**config.mk**
```make
export PLATFORM = sky130hd
export DESIGN_NAME = crc16_log_entry_seal_check
export DESIGN_NICKNAME = d
export VERILOG_FILES = /design/src/sv/clsc_pkg.sv /design/src/sv/clsc_in_stage.sv /design/src/sv/clsc_engine.sv /design/src/sv/clsc_out_stage.sv /design/src/sv/crc16_log_entry_seal_check.sv
export SDC_FILE = /design/constraint.sdc
export NUM_CORES = 1
export LEC_CHECK = 0
export BUFFER_PORTS_ARGS = -buffer_cell sky130_fd_sc_hd__buf_2
export CAP_MARGIN = 20
export CORE_AREA = 2 2 91 93
export CTS_BUF_LIST = sky130_fd_sc_hd__clkbuf_4 sky130_fd_sc_hd__clkbuf_8 sky130_fd_sc_hd__clkbuf_16
export DETAILED_ROUTE_END_ITERATION = 10
export DIE_AREA = 0 0 93 95
export PLACE_DENSITY = 0.82
export SETUP_SLACK_MARGIN = 0.5
export SYNTH_ARGS = -nofsm -noshare
export SYNTH_HDL_FRONTEND = slang
export SYNTH_SLANG_ARGS = --single-unit
```
**constraint.sdc**
```tcl
create_clock -name clk -period 3.2 [get_ports clk]
set_clock_uncertainty 0.2 [all_clocks]
set_input_delay 0.16 -clock clk [delete_from_list [all_inputs] [get_ports clk]]
set_output_delay 0.16 -clock clk [all_outputs]
set_load 0.005 [all_outputs]
```
**src/sv/clsc_pkg.sv**
```systemverilog
// Shared types, constants and the CRC-16 byte update for the log entry
// seal/check block. No dependencies.
package clsc_pkg;

  // Entry geometry
  localparam int ENTRY_BYTES = 64;
  localparam int TEXT_MAX    = 61;
  localparam int POS_W       = 7;
  localparam int LEN_W       = 6;

  localparam logic [POS_W-1:0] SEAL_LIMIT = POS_W'(ENTRY_BYTES - 3);
  localparam logic [POS_W-1:0] LAST_POS   = POS_W'(ENTRY_BYTES - 1);
  localparam logic [POS_W-1:0] SEARCH_END = POS_W'(TEXT_MAX);
  localparam logic [POS_W-1:0] POS_SAT    = '1;

  localparam logic [15:0] CRC_INIT = 16'hFFFF;

  // Mode register codes
  localparam logic MODE_SEAL  = 1'b0;
  localparam logic MODE_CHECK = 1'b1;

  // Check verdicts
  typedef enum logic [1:0] {
    ST_VALID   = 2'd0,
    ST_EMPTY   = 2'd1,
    ST_NO_TERM = 2'd2,
    ST_CRC_ERR = 2'd3
  } status_t;

  typedef struct packed {
    logic [7:0] in_byte;
    logic       entry_end;
  } in_beat_t;

  typedef struct packed {
    logic [LEN_W-1:0] text_length;
    status_t          status;
    logic             out_last;
    logic [7:0]       out_byte;
  } result_t;

  // CRC-16/CCITT-FALSE, one byte, MSB first
  function automatic logic [15:0] crc_byte(input logic [15:0] crc, input logic [7:0] b);
    logic [7:0]  x;
    logic [15:0] xw;
    x  = crc[15:8] ^ b;
    x  = x ^ (x >> 4);
    xw = {8'h00, x};
    return (crc << 8) ^ (xw << 12) ^ (xw << 5) ^ xw;
  endfunction

endpackage

```
**src/sv/clsc_in_stage.sv**
```systemverilog
// Input register stage: holds one accepted beat until the engine takes it.
// Depends on clsc_pkg.
module clsc_in_stage
  import clsc_pkg::*;
(
  input  logic     clk,
  input  logic     rst,
  input  logic     s_tvalid,
  output logic     s_tready,
  input  in_beat_t s_beat,
  input  logic     take,
  output logic     beat_valid,
  output in_beat_t beat
);

  assign s_tready = !beat_valid || take;

  always_ff @(posedge clk) begin
    if (rst) begin
      beat_valid <= 1'b0;
    end else if (s_tready) begin
      beat_valid <= s_tvalid;
    end
  end

  always_ff @(posedge clk) begin
    if (s_tready && s_tvalid) begin
      beat <= s_beat;
    end
  end

endmodule

```
**src/sv/clsc_engine.sv**
```systemverilog
// Seal/check engine: entry state, CRC update and trailer sequencer.
// Depends on clsc_pkg.
module clsc_engine
  import clsc_pkg::*;
(
  input  logic     clk,
  input  logic     rst,
  input  logic     mode,
  input  logic     clear,
  input  logic     beat_valid,
  input  in_beat_t beat,
  output logic     take,
  input  logic     can_load,
  output logic     res_valid,
  output result_t  res
);

  logic [15:0]      crc, crc_next;
  logic [POS_W-1:0] pos, pos_next;
  logic             seen, seen_next;
  logic [LEN_W-1:0] tidx, tidx_next;
  logic             empty, empty_next;
  logic             busy, busy_next;
  logic [15:0]      trail, trail_next;

  logic [15:0] crc_upd;
  logic [7:0]  span_end;
  logic        c_empty, c_seen, c_in_span;
  logic [LEN_W-1:0] c_tidx;
  logic [15:0] c_crc;

  assign crc_upd  = crc_byte(crc, beat.in_byte);
  assign span_end = {2'b00, tidx} + 8'd2;

  // Check-mode update of the entry state by the current byte
  always_comb begin
    c_empty   = empty || (pos == '0 && beat.in_byte == 8'h00);
    c_in_span = !seen || ({1'b0, pos} <= span_end);
    c_crc     = c_in_span ? crc_upd : crc;
    c_seen    = seen;
    c_tidx    = tidx;
    if (!seen && beat.in_byte == 8'h00 && pos <= SEARCH_END) begin
      c_seen = 1'b1;
      c_tidx = pos[LEN_W-1:0];
    end
  end

  always_comb begin
    crc_next   = crc;
    pos_next   = pos;
    seen_next  = seen;
    tidx_next  = tidx;
    empty_next = empty;
    busy_next  = busy;
    trail_next = trail;
    take       = 1'b0;
    res_valid  = 1'b0;
    res        = '0;

    if (busy) begin
      // trailer: CRC high, CRC low, then zero padding to the entry end
      if (can_load) begin
        res_valid    = 1'b1;
        res.out_byte = trail[15:8];
        trail_next   = {trail[7:0], 8'h00};
        if (pos == LAST_POS) begin
          res.out_last = 1'b1;
          busy_next    = 1'b0;
          crc_next     = CRC_INIT;
          pos_next     = '0;
        end else begin
          pos_next = pos + 1'b1;
        end
      end
    end else if (beat_valid) begin
      if (mode == MODE_SEAL) begin
        if (beat.in_byte != 8'h00) begin
          if (pos < SEAL_LIMIT) begin
            if (can_load) begin
              take         = 1'b1;
              res_valid    = 1'b1;
              res.out_byte = beat.in_byte;
              crc_next     = crc_upd;
              pos_next     = pos + 1'b1;
            end
          end else begin
            take = 1'b1;  // overlong text, dropped
          end
        end else if (can_load) begin
          // terminator: emit it, then run the trailer
          take       = 1'b1;
          res_valid  = 1'b1;
          trail_next = crc_upd;
          pos_next   = pos + 1'b1;
          busy_next  = 1'b1;
        end
      end else begin
        if (!beat.entry_end) begin
          take       = 1'b1;
          crc_next   = c_crc;
          empty_next = c_empty;
          seen_next  = c_seen;
          tidx_next  = c_tidx;
          if (pos != POS_SAT) begin
            pos_next = pos + 1'b1;
          end
        end else if (can_load) begin
          take         = 1'b1;
          res_valid    = 1'b1;
          res.out_last = 1'b1;
          priority if (c_empty) begin
            res.status = ST_EMPTY;
          end else if (!c_seen) begin
            res.status = ST_NO_TERM;
          end else begin
            res.status      = (c_crc != 16'h0000) ? ST_CRC_ERR : ST_VALID;
            res.text_length = c_tidx;
          end
          crc_next   = CRC_INIT;
          pos_next   = '0;
          seen_next  = 1'b0;
          tidx_next  = '0;
          empty_next = 1'b0;
        end
      end
    end
  end

  always_ff @(posedge clk) begin
    if (rst || clear) begin
      crc   <= CRC_INIT;
      pos   <= '0;
      seen  <= 1'b0;
      tidx  <= '0;
      empty <= 1'b0;
      busy  <= 1'b0;
    end else begin
      crc   <= crc_next;
      pos   <= pos_next;
      seen  <= seen_next;
      tidx  <= tidx_next;
      empty <= empty_next;
      busy  <= busy_next;
    end
  end

  always_ff @(posedge clk) begin
    trail <= trail_next;
  end

endmodule

```
**src/sv/clsc_out_stage.sv**
```systemverilog
// Output register: one result beat, reloadable in the cycle it is taken.
// Depends on clsc_pkg.
module clsc_out_stage
  import clsc_pkg::*;
(
  input  logic    clk,
  input  logic    rst,
  input  logic    load,
  input  result_t res,
  output logic    can_load,
  output logic    m_tvalid,
  input  logic    m_tready,
  output result_t m_res
);

  assign can_load = !m_tvalid || m_tready;

  always_ff @(posedge clk) begin
    if (rst) begin
      m_tvalid <= 1'b0;
    end else if (load) begin
      m_tvalid <= 1'b1;
    end else if (m_tready) begin
      m_tvalid <= 1'b0;
    end
  end

  always_ff @(posedge clk) begin
    if (load) begin
      m_res <= res;
    end
  end

endmodule

```
**src/sv/crc16_log_entry_seal_check.sv**
```systemverilog
// Top level of the CRC-16 log entry seal/check block.
// Depends on clsc_pkg, clsc_in_stage, clsc_engine, clsc_out_stage.
//
// Usage:
//   Slave stream takes one byte per beat (s_tdata = in_byte, s_tlast = entry
//   end marker, used in check mode only). Master stream returns result beats:
//   m_tdata = {text_length, status, out_byte}, m_tlast = out_last.
//   APB register 0 (address 0) is mode: 0 seals text into 64-byte entries
//   with CRC-16/CCITT-FALSE, 1 checks stored entries. Writing mode also
//   clears any entry in progress; write it only while the block is idle.
// Path: an accepted beat is registered in the input register, passes the
//   CRC/state logic and is registered in the output register.
// Throughput: one byte per cycle while the output accepts. In seal mode the
//   terminating zero starts a trailer (CRC high, CRC low, zero padding) that
//   the engine's sequencer emits one beat per cycle while the output accepts;
//   the input stalls until the trailer ends. Dropped overlong text and
//   non-final check bytes are consumed without a result beat.
// Stall: when m_tready is low, the output register holds its beat and the
//   input register fills, then s_tready drops; nothing is lost.
// Reset (rst, synchronous): mode returns to seal, the entry state clears and
//   both stream registers empty.
module crc16_log_entry_seal_check
  import clsc_pkg::*;
(
  input  logic        clk,
  input  logic        rst,
  // slave stream
  input  logic        s_tvalid,
  output logic        s_tready,
  input  logic [7:0]  s_tdata,   // [7:0] in_byte
  input  logic        s_tlast,   // entry_end
  // master stream
  output logic        m_tvalid,
  input  logic        m_tready,
  output logic [15:0] m_tdata,   // [7:0] out_byte, [9:8] status, [15:10] text_length
  output logic        m_tlast,   // out_last
  // APB configuration
  input  logic        psel,
  input  logic        penable,
  input  logic        pwrite,
  input  logic [2:0]  paddr,
  input  logic [31:0] pwdata,
  output logic [31:0] prdata,
  output logic        pready
);

  localparam logic ADDR_MODE = 1'b0;  // paddr[2] selects the register word

  logic     mode;
  logic     cfg_wr;
  logic     mode_wr;

  in_beat_t s_beat;
  in_beat_t beat;
  logic     beat_valid;
  logic     take;
  logic     can_load;
  logic     res_valid;
  result_t  res;
  result_t  m_res;

  // APB: zero wait states, write at the access phase
  assign pready  = 1'b1;
  assign cfg_wr  = psel && penable && pwrite && pready;
  assign mode_wr = cfg_wr && (paddr[2] == ADDR_MODE);
  assign prdata  = (paddr[2] == ADDR_MODE) ? {31'd0, mode} : 32'd0;

  always_ff @(posedge clk) begin
    if (rst) begin
      mode <= MODE_SEAL;
    end else if (mode_wr) begin
      mode <= pwdata[0];
    end
  end

  assign s_beat.in_byte   = s_tdata;
  assign s_beat.entry_end = s_tlast;

  clsc_in_stage u_in (
    .clk        (clk),
    .rst        (rst),
    .s_tvalid   (s_tvalid),
    .s_tready   (s_tready),
    .s_beat     (s_beat),
    .take       (take),
    .beat_valid (beat_valid),
    .beat       (beat)
  );

  clsc_engine u_engine (
    .clk        (clk),
    .rst        (rst),
    .mode       (mode),
    .clear      (mode_wr),
    .beat_valid (beat_valid),
    .beat       (beat),
    .take       (take),
    .can_load   (can_load),
    .res_valid  (res_valid),
    .res        (res)
  );

  clsc_out_stage u_out (
    .clk      (clk),
    .rst      (rst),
    .load     (res_valid),
    .res      (res),
    .can_load (can_load),
    .m_tvalid (m_tvalid),
    .m_tready (m_tready),
    .m_res    (m_res)
  );

  assign m_tdata = {m_res.text_length, m_res.status, m_res.out_byte};
  assign m_tlast = m_res.out_last;

endmodule

```
== Word level (Yosys, flattened, before mapping) ==
Cells that the tools add are included.

* $add $sub $neg: 2
* Multipliers: 0
* Divide/modulo/power cells: 0
* $lt $le $gt $ge: 3
* Equal/unequal tests: 13
* Shifts and indexed selects: 0
* Muxes and demuxes: 70
* Bitwise operators: 12
* Reductions and logical operators: 30

{| class="wikitable"
|+ Operators with widths
! operator !! count
|-
| 16-bit 2-to-1 mux || 16
|-
| 7-bit 2-to-1 mux || 11
|-
| 8-bit 2-to-1 mux || 4
|-
| 1-bit 2-to-1 mux || 31
|-
| 9-bit 2-to-1 mux || 3
|-
| 6-bit 2-to-1 mux || 3
|-
| 16-bit nonzero test || 1
|-
| 16-bit by 13-bit bitwise XOR with 16-bit output || 1
|-
| 16-bit bitwise XOR || 1
|-
| 16-bit by 8-bit bitwise XOR with 16-bit output || 1
|-
| 5-bit AND reduction || 2
|-
| 7-bit by 8-bit less-or-equal comparator with 1-bit output || 1
|-
| 8-bit zero test || 1
|-
| 2-bit != test (second input constant) || 4
|-
| 8-bit nonzero test || 1
|-
| 8-bit by 4-bit bitwise XOR with 8-bit output || 1
|-
| 8-bit bitwise XOR || 1
|-
| 6-bit by 2-bit adder with 7-bit output (second input constant) || 1
|-
| 7-bit by 1-bit adder with 7-bit output (second input constant) || 1
|-
| 7-bit by 6-bit equality test with 1-bit output (second input constant) || 1
|-
| 7-bit by 6-bit less-or-equal comparator with 1-bit output (second input constant) || 1
|-
| 1-bit logical AND || 7
|-
| 7-bit zero test || 1
|-
| 7-bit by 6-bit less-than comparator with 1-bit output (second input constant) || 1
|-
| other kinds (17) || 34
|}

* Register bits: 77
* Latch bits: 0
* Memory bits (writable): 0
* Memory bits (read-only): 0
* Input port bits: 51
* Output and inout port bits: 52
* Word-level logic and storage cells: 147
* Memories kept: 0

== Logic depth before layout (Yosys ltp) ==
Gate-level depths: netlist (run 1).

* Depth in word-level cells: 11
* Gate-level depth with buffers: 12
* Depth with buffers taken out: 10

== By module ==
From an unflattened synthesis (run 1), not the netlist that was laid out.

* Cells, all modules: 362
* Area, all modules: 3,992.6 um^2

{| class="wikitable"
|+ Modules (own cells, without submodules)
! module !! instances !! cells each !! area an instance (um^2) !! sequential area each (um^2)
|-
| clsc_engine || 1 || 287 || 2,801.4 || 1,121.1
|-
| clsc_out_stage || 1 || 21 || 556.8 || 530.5
|-
| clsc_in_stage || 1 || 14 || 325.3 || 290.3
|-
| crc16_log_entry_seal_check || 1 || 40 || 309.0 || 20.0
|}

== Worst setup path before layout (run 1) ==
No wires, ideal clock.

* Path kind: reg-to-reg
* Start point: register u_engine.tidx[1]
* End point: register u_engine.crc[12]
* Library setup time: 0.117 ns
* Arrival: 2.575 ns
* Data required time: 2.883 ns
* Path slack: 0.308 ns
* Stages on the path, launching flop included: 13
* Buffers on the path: 2
* Clock period less this slack: 2.892 ns
* Path through: dfxtp_1 > ha_1 > nand3_1 > xor2_1 > ha_1 > a21o_1 > a21oi_2 > and3_1 > clkbuf_1 > o21ai_1 > a211o_1 > buf_6 > o22a_1

* Cells in the longest elaborated chain, start to end: 8

{| class="wikitable"
|+ RTL lines
! item !! RTL line !! text
|-
| start, declared || clsc_engine.sv:21 || <nowiki>logic [LEN_W-1:0] tidx, tidx_next;</nowiki>
|-
| start signal, assigned || clsc_engine.sv:141 || <nowiki>tidx <= tidx_next;</nowiki>
|-
| 6-bit by 2-bit adder with 7-bit output || clsc_engine.sv:33 || <nowiki>assign span_end = {2'b00, tidx} + 8'd2;</nowiki>
|-
| 7-bit by 8-bit less-or-equal comparator with 1-bit output || clsc_engine.sv:38 || <nowiki>c_in_span = !seen || ({1'b0, pos} <= span_end);</nowiki>
|-
| 1-bit logical OR || clsc_engine.sv:38 ||
|-
| 16-bit 2-to-1 mux || clsc_engine.sv:39 || <nowiki>c_crc = c_in_span ? crc_upd : crc;</nowiki>
|-
| 16-bit 2-to-1 mux || clsc_engine.sv:98 || <nowiki>if (!beat.entry_end) begin</nowiki>
|-
| 16-bit 2-to-1 mux || clsc_engine.sv:76 || <nowiki>if (mode == MODE_SEAL) begin</nowiki>
|-
| 16-bit 2-to-1 mux || clsc_engine.sv:75 || <nowiki>end else if (beat_valid) begin</nowiki>
|-
| 16-bit 2-to-1 mux || clsc_engine.sv:60 || <nowiki>if (busy) begin</nowiki>
|-
| end signal, assigned || clsc_engine.sv:138 || <nowiki>crc <= crc_next;</nowiki>
|-
| end, declared || clsc_engine.sv:18 || <nowiki>logic [15:0] crc, crc_next;</nowiki>
|}

Every way passes these cells. The select of a mux whose other input is x is not followed.
A chain may end at the register's enable or synchronous reset.

== Worst setup path after layout (run 1) ==
* Start point: register u_engine.tidx[1]
* End point: register u_engine.crc[15]

The elaborated chain is that of the path after synthesis.

==> impl_metrics.env, run 1 <==
export IMPL_tns_ns=0
export IMPL_nets=526
export IMPL_p_leak_uw=0.00183
export IMPL_layout_commonest_cell="edfxtp_1"
export IMPL_status="complete, no violations"
export IMPL_holdPathStages=4
export IMPL_whs_ns=0.0361
export IMPL_drive_above_1_share=0.217
export IMPL_cap_violations=0
export IMPL_synth_area_top_cells="edfxtp_1, dfxtp_1, buf_4"
export IMPL_synth_top_cell_area_share=0.305
export IMPL_yosys_warnings=0
export IMPL_gp_congestion=0.888
export IMPL_synth_seq_cells=77
export IMPL_grt_pass1_vias=2960
export IMPL_switchingPower_uw=623
export IMPL_syn_area_per_cell_um2=10.3
export IMPL_r2r_end="u_engine.crc[15]"
export IMPL_post_dp_hpwl_um=6200
export IMPL_first_pass_iters=7
export IMPL_synthFlopType="edfxtp_1"
export IMPL_hold_viol=0
export IMPL_cts_buffer_depth=2
export IMPL_intPower_uw=1660
export IMPL_min_period_ns=2.76
export IMPL_antenna_found_initial=0
export IMPL_tightest_slew_ns=0.760
export IMPL_synth_cell_area_um2=4140
export IMPL_cts_buffers=9
export IMPL_grt_usage=0.215
export IMPL_fmax_mhz=363
export IMPL_cts_tree="built"
export IMPL_p_seq_frac=0.502
export IMPL_fp_dieH_um=95
export IMPL_synth_largest_area_cell="edfxtp_1"
export IMPL_p_sw_frac=0.273
export IMPL_vias=3209
export IMPL_cts_sinks=77
export IMPL_antenna_cells=0
export IMPL_cts_root_buf="clkbuf_8"
export IMPL_crit_arrival_ns=2.80
export IMPL_finalSetupViolCount=0
export IMPL_path_class="flop to flop"
export IMPL_min_from="pwrite"
export IMPL_vias_per_cell=5.59
export IMPL_synthDistinctLibCells=57
export IMPL_endpoint_kind="flop"
export IMPL_period_share=0.862
export IMPL_power_density_nw_per_um2=472
export IMPL_initial_core_util=0.522
export IMPL_peakVddDrop_mv=0.315
export IMPL_grt_max_degree=32
export IMPL_slew_headroom=0.494
export IMPL_worstPathRequired_ns=3.25
export IMPL_start_kind="flop"
export IMPL_report_final_slew_viol_count=0
export IMPL_clk_pin_slew_worst_paths_ns=0.07
export IMPL_seq_area_frac_synth=0.474
export IMPL_dieArea_um2=8840
export IMPL_cp_max_fo=6
export IMPL_io_buffer_count=37
export IMPL_grt_overflow_total=0
export IMPL_area_growth_pct=16.8
export IMPL_reg2reg_from="u_engine.tidx[1]"
export IMPL_hold_path_endpoint="mode"
export IMPL_fillers=648
export IMPL_ios=103
export IMPL_reg2regPathDepth=10
export IMPL_stdcell_count=574
export IMPL_rsz0062_at_grt="true"
export IMPL_hp_class="input port to flop"
export IMPL_place_inst=536
export IMPL_r2r_slack_ns=0.44
export IMPL_detail_route_antenna_nets=0
export IMPL_final_cell_mix="edfxtp_1, nor2_1, buf_2, conb_1, dfxtp_1"
export IMPL_synth_async_reset_ratio=0
export IMPL_grt_pass1_wl_um=14600
export IMPL_power_share_combinational=0.177
export IMPL_h_tree_depth=3
export IMPL_routed_wl_um=9240
export IMPL_clockPowerShare=0.321
export IMPL_worstSkewPairLatency_ns=0.36
export IMPL_num_rows=33
export IMPL_wl_per_cell_um=16.1
export IMPL_drt_iter0_drc=341
export IMPL_synth_edf_count=42
export IMPL_coreArea_um2=7930
export IMPL_remaining_drc_errors=0
export IMPL_dieWidth_um=93
export IMPL_synthCells=403
export IMPL_power_uw=2280
[through the flow]
step	util	instance area [um2]	setup slack, ns
6_report	0.609	4830	0.442
5_1_grt	0.609	4830	0.393
4_1_cts	0.596	4720	0.505
3_5_place_dp	0.545	4320	0.232
3_3_place_gp	0.545	4320	0.271
2_1_floorplan	-	4270	0.501
[critical path: stages, from the launching register on]
cell     delay [ns]
dfxtp_4        0.39
ha_4           0.14
nand3_2        0.08
xor2_1         0.17
ha_1           0.32
a21o_1         0.21
a21oi_4        0.18
and3_4         0.26
o21ai_4        0.09
a211o_4        0.39
o22a_1         0.22
[area by class of cell]
| class | count | area (um2) | share of cell area |
|---|---|---|---|
| clock buffer | 11 | 145 | 0.0300 |
| timing repair buffer | 64 | 424 | 0.0878 |
| sequential | 77 | 1970 | 0.408 |
| clock inverter | 5 | 50.0 | 0.0104 |
| tap | 105 | 131 | 0.0272 |
| inverter | 12 | 45.0 | 0.00932 |
| multi-input combinational | 300 | 2060 | 0.427 |
[synth_stat cells (all sizes together) (2+ instances only)]
library cell,count
a31oi,5
mux2,5
conb,2
nand2,20
buf,38
a21oi,20
mux2i,7
xnor2,16
o21ai,13
nor3,7
nand2b,4
xor2,17
nor4,9
a22oi,8
dfxtp,35
edfxtp,42
inv,12
nor2b,8
a21o,5
clkbuf,7
nor2,38
nand3,18
a211o,2
and2,5
a21boi,2
o22ai,2
o22a,12
nand3b,2
ha,11
nand4,8
or2,3
a221o,2
and3,7
[timing repair]
item,CTS,global route
buffers inserted,4,4
pin swaps,7,14
endpoints found under the hold margin,12,0
gates cloned,1,0
endpoints found under the setup margin,15,43
resized for setup,10,16
hold buffers,13,0
[registers in the layout (all words and copies together), names as in the netlist]
register	count
u_engine.pos	7
u_out.m_res	17
u_engine.seen	1
u_engine.empty	1
u_engine.trail	16
u_engine.busy	1
u_engine.tidx	6
u_engine.crc	16
u_in.beat_valid	1
mode	1
u_out.m_tvalid	1
u_in.beat	9
[cell families (layout without fill, tap and decap cells)]
family                   Yosys count  count (layout)  synth area share
AND/OR/NAND/NOR                  133             133             0.166
buffers and inverters             57              92            0.0853
flip-flops                        77              77             0.474
XOR/XNOR                          33              33            0.0807
adder cells (fa/ha/maj)           11              11            0.0333
multiplexers                      12              12            0.0305
other                              2              32           0.00182
AO/OA/AOI/OAI                     78              79             0.128
[metal layers]
metal / up-vias / global-route usage / wire length, um
li1: 1515 / - / -
met1: 1500 / 0.297 / 3950
met2: 168 / 0.331 / 4280
met3: 26 / 0.0319 / 712
met4: 0 / 0.110 / 295
met5: - / 0 / 0
[how the worst max path moves through the flow]
stage	startpoint	to	slack (ns)	cells past startpoint
finish	u_engine.tidx[1]	u_engine.crc[15]	0.44	10
global route	u_engine.tidx[1]	u_engine.crc[15]	0.39	12
CTS	u_engine.tidx[2]	u_engine.crc[2]	0.51	10
detailed placement	u_engine.tidx[1]	u_engine.crc[2]	0.23	10
global placement	u_engine.tidx[1]	u_engine.crc[10]	0.27	10
floorplan	u_engine.tidx[1]	u_engine.crc[12]	0.50	12
[power groups by stage]
stage	Sequential (uW)	Combinational [uW]	Clock [uW]
5_1_grt	1150	442	786
4_1_cts	1140	375	737
3_5_place_dp	1170	356	0
2_1_floorplan	1160	294	0
3_3_place_gp	1170	346	0
6_report	1140	404	732
(Power assumes the default switching activity.)
==> inputs of run 2 (changes only) <==
- CELL_PAD_IN_SITES_DETAIL_PLACEMENT: default -> 1
- CELL_PAD_IN_SITES_GLOBAL_PLACEMENT: default -> 1
- CORE_AREA: 2 2 91 93 -> 2 2 104 106
- DIE_AREA: 0 0 93 95 -> 0 0 106 108
- HOLD_SLACK_MARGIN: default -> 0.02
==> run 2 against run 1 <==
Against the previous run:
- sequential share of layout area is 1.5 points lower
- critical path depth grew 1
- combinational power up 8.9%
- power is 8.9% higher
- clock-buffer cell count down 2
- non-clock buffer count increased by 10
- clock power up 22%
- cell area increased by 3.8%
- flip-flop and latch count unchanged
- sequential power is essentially flat
- maximum frequency is 0.57% higher
- via count grew 11%
- critical endpoint is now u_out.m_res[9]
- largest cell class unchanged
==> impl_metrics.env, run 2 (same netlist as run 1, synthesis figures left out) <==
export IMPL_power_density_nw_per_um2=495
export IMPL_min_period_ns=2.74
export IMPL_wl_per_cell_um=21.6
export IMPL_antenna_found_initial=0
export IMPL_cts_buffers=9
export IMPL_dp_slack_ns=0.275
export IMPL_worstSkewPairLatency_ns=0.36
export IMPL_clockPowerShare=0.359
export IMPL_initial_core_util=0.404
export IMPL_fillers=1116
export IMPL_post_dp_hpwl_um=7870
export IMPL_cts_buffer_depth=2
export IMPL_num_rows=37
export IMPL_area_growth_pct=21.2
export IMPL_endpoint_kind="flop"
export IMPL_remaining_drc_errors=0
export IMPL_power_uw=2480
export IMPL_reg2reg_from="u_engine.tidx[1]"
export IMPL_detail_route_antenna_nets=0
export IMPL_regMostFlops="u_out.m_res"
export IMPL_ios=103
export IMPL_min_from="m_tready"
export IMPL_hp_class="input port to flop"
export IMPL_met2_usage=0.400
export IMPL_vias_per_cell=5.77
export IMPL_start_kind="flop"
export IMPL_p_sw_frac=0.280
export IMPL_slew_headroom=0.489
export IMPL_hold_viol=0
export IMPL_r2r_slack_ns=0.46
export IMPL_final_cell_mix="edfxtp_1, nor2_1, buf_2, conb_1, dfxtp_1"
export IMPL_dieWidth_um=106
export IMPL_startpoint="u_engine.tidx[1]"
export IMPL_cts_sinks=77
export IMPL_cts_root_buf="clkbuf_8"
export IMPL_layout_commonest_cell="edfxtp_1"
export IMPL_grt_usage=0.227
export IMPL_grt_overflow_total=0
export IMPL_reg_top3="u_out.m_res (17), u_engine.crc (16), u_engine.trail (16)"
export IMPL_grt_pass1_vias=3593
export IMPL_largest_reg_flops=17
export IMPL_peakVddDrop_mv=0.240
export IMPL_layout_setup_ws_ns=0.458
export IMPL_grt_pass1_wl_um=19700
export IMPL_rsz0062_at_grt="true"
export IMPL_routed_wl_um=13300
export IMPL_grt_max_degree=31
export IMPL_drt_iter0_drc=317
export IMPL_switchingPower_uw=697
export IMPL_finalSetupViolCount=0
export IMPL_cp_max_fo=4
export IMPL_drive_above_1_share=0.246
export IMPL_intPower_uw=1790
export IMPL_dieArea_um2=11400
export IMPL_coreArea_um2=10200
export IMPL_p_seq_frac=0.464
export IMPL_tightest_slew_ns=0.767
export IMPL_status="complete, no violations"
export IMPL_whs_ns=0.171
export IMPL_cts_tree="built"
export IMPL_fp_dieH_um=108
export IMPL_nets=536
export IMPL_p_leak_uw=0.00191
export IMPL_first_pass_iters=5
export IMPL_use_met3=0.0386
export IMPL_io_buffer_count=37
export IMPL_crit_arrival_ns=2.64
export IMPL_vias=3548
export IMPL_grtUsageMet1=0.276
export IMPL_cap_violations=0
export IMPL_fmax_mhz=365
export IMPL_worstPathRequired_ns=3.10
export IMPL_busiest_layer="met2"
export IMPL_power_share_combinational=0.177
export IMPL_path_class="flop to flop"
export IMPL_h_tree_depth=3
export IMPL_gp_congestion=0.860
export IMPL_tns_ns=0
export IMPL_report_final_slew_viol_count=0
export IMPL_period_share=0.857
export IMPL_antenna_cells=0
export IMPL_clk_pin_slew_worst_paths_ns=0.08
==> run 2: cell types whose count changed in the layout (fill, tap and decap cells not counted), moves of 2 or more <==
cell,delta
clkinvlp_4,+2
bufinv_16,+2
clkinv_1,-2
buf_4,+9
nor4_2,+2
nor4_1,-2
dlygate4sd3_1,+2
==> run 2: path summary, 6_finish.rpt <==
kind / depth (start not counted) / endpoint
worst max-delay path: 11 / u_out.m_res[9]
worst min-delay path: 4 / u_engine.busy
worst max register to register: 11 / u_out.m_res[9]
worst min register to register: 1 / u_engine.crc[0]
==> run 2: what timing repair did <==
item | CTS | global route
gates cloned | 1 | 0
setup buffers | 12 | 1
setup endpoints to repair | 19 | 63
hold buffers | 15 | 0
pin swaps | 11 | 5
endpoints found under the hold margin | 12 | 0
resized for setup | 13 | 17
==> run 2: layout make-up <==
class / instances / area (um2) / area share
inverter: 12 / 45.0 / 0.00898
tap: 136 / 170 / 0.0339
clock inverter: 7 / 114 / 0.0227
clock buffer: 9 / 124 / 0.0247
timing repair buffer: 74 / 500 / 0.0998
sequential: 77 / 1970 / 0.393
multi-input combinational: 300 / 2090 / 0.417
==> run 2: metal layers <==
| layer | routed length [um] | vias to the layer above |
|---|---|---|
| li1 | - | 1531 |
| met1 | 5110 | 1743 |
| met2 | 6620 | 223 |
| met3 | 1010 | 51 |
| met4 | 540 | 0 |
| met5 | 0 | - |
==> run 2: worst max-delay path, cell delays in order (launching register included) <==
cell	delay [ns]
dfxtp_4	0.38
ha_4	0.14
nand3_2	0.08
xor2_1	0.17
ha_1	0.32
a21o_1	0.20
a21oi_4	0.19
and3_4	0.26
o2111ai_2	0.13
nor3_2	0.18
buf_4	0.17
o22ai_2	0.05
==> run 2: power groups by stage <==
stage          clock, uW  sequential [uW]  combinational, uW
2_1_floorplan          0             1160                294
3_3_place_gp           0             1170                349
3_5_place_dp           0             1170                373
4_1_cts              882             1150                401
5_1_grt              929             1160                465
6_report             892             1150                440
==> run 2: per-stage QoR <==
step            util  cell area, um2  std cells
4_1_cts        0.481            4920        614
2_1_floorplan      -            4270        433
3_3_place_gp   0.428            4380        570
6_report       0.490            5010        615
3_5_place_dp   0.428            4380        570
5_1_grt        0.490            5010        615
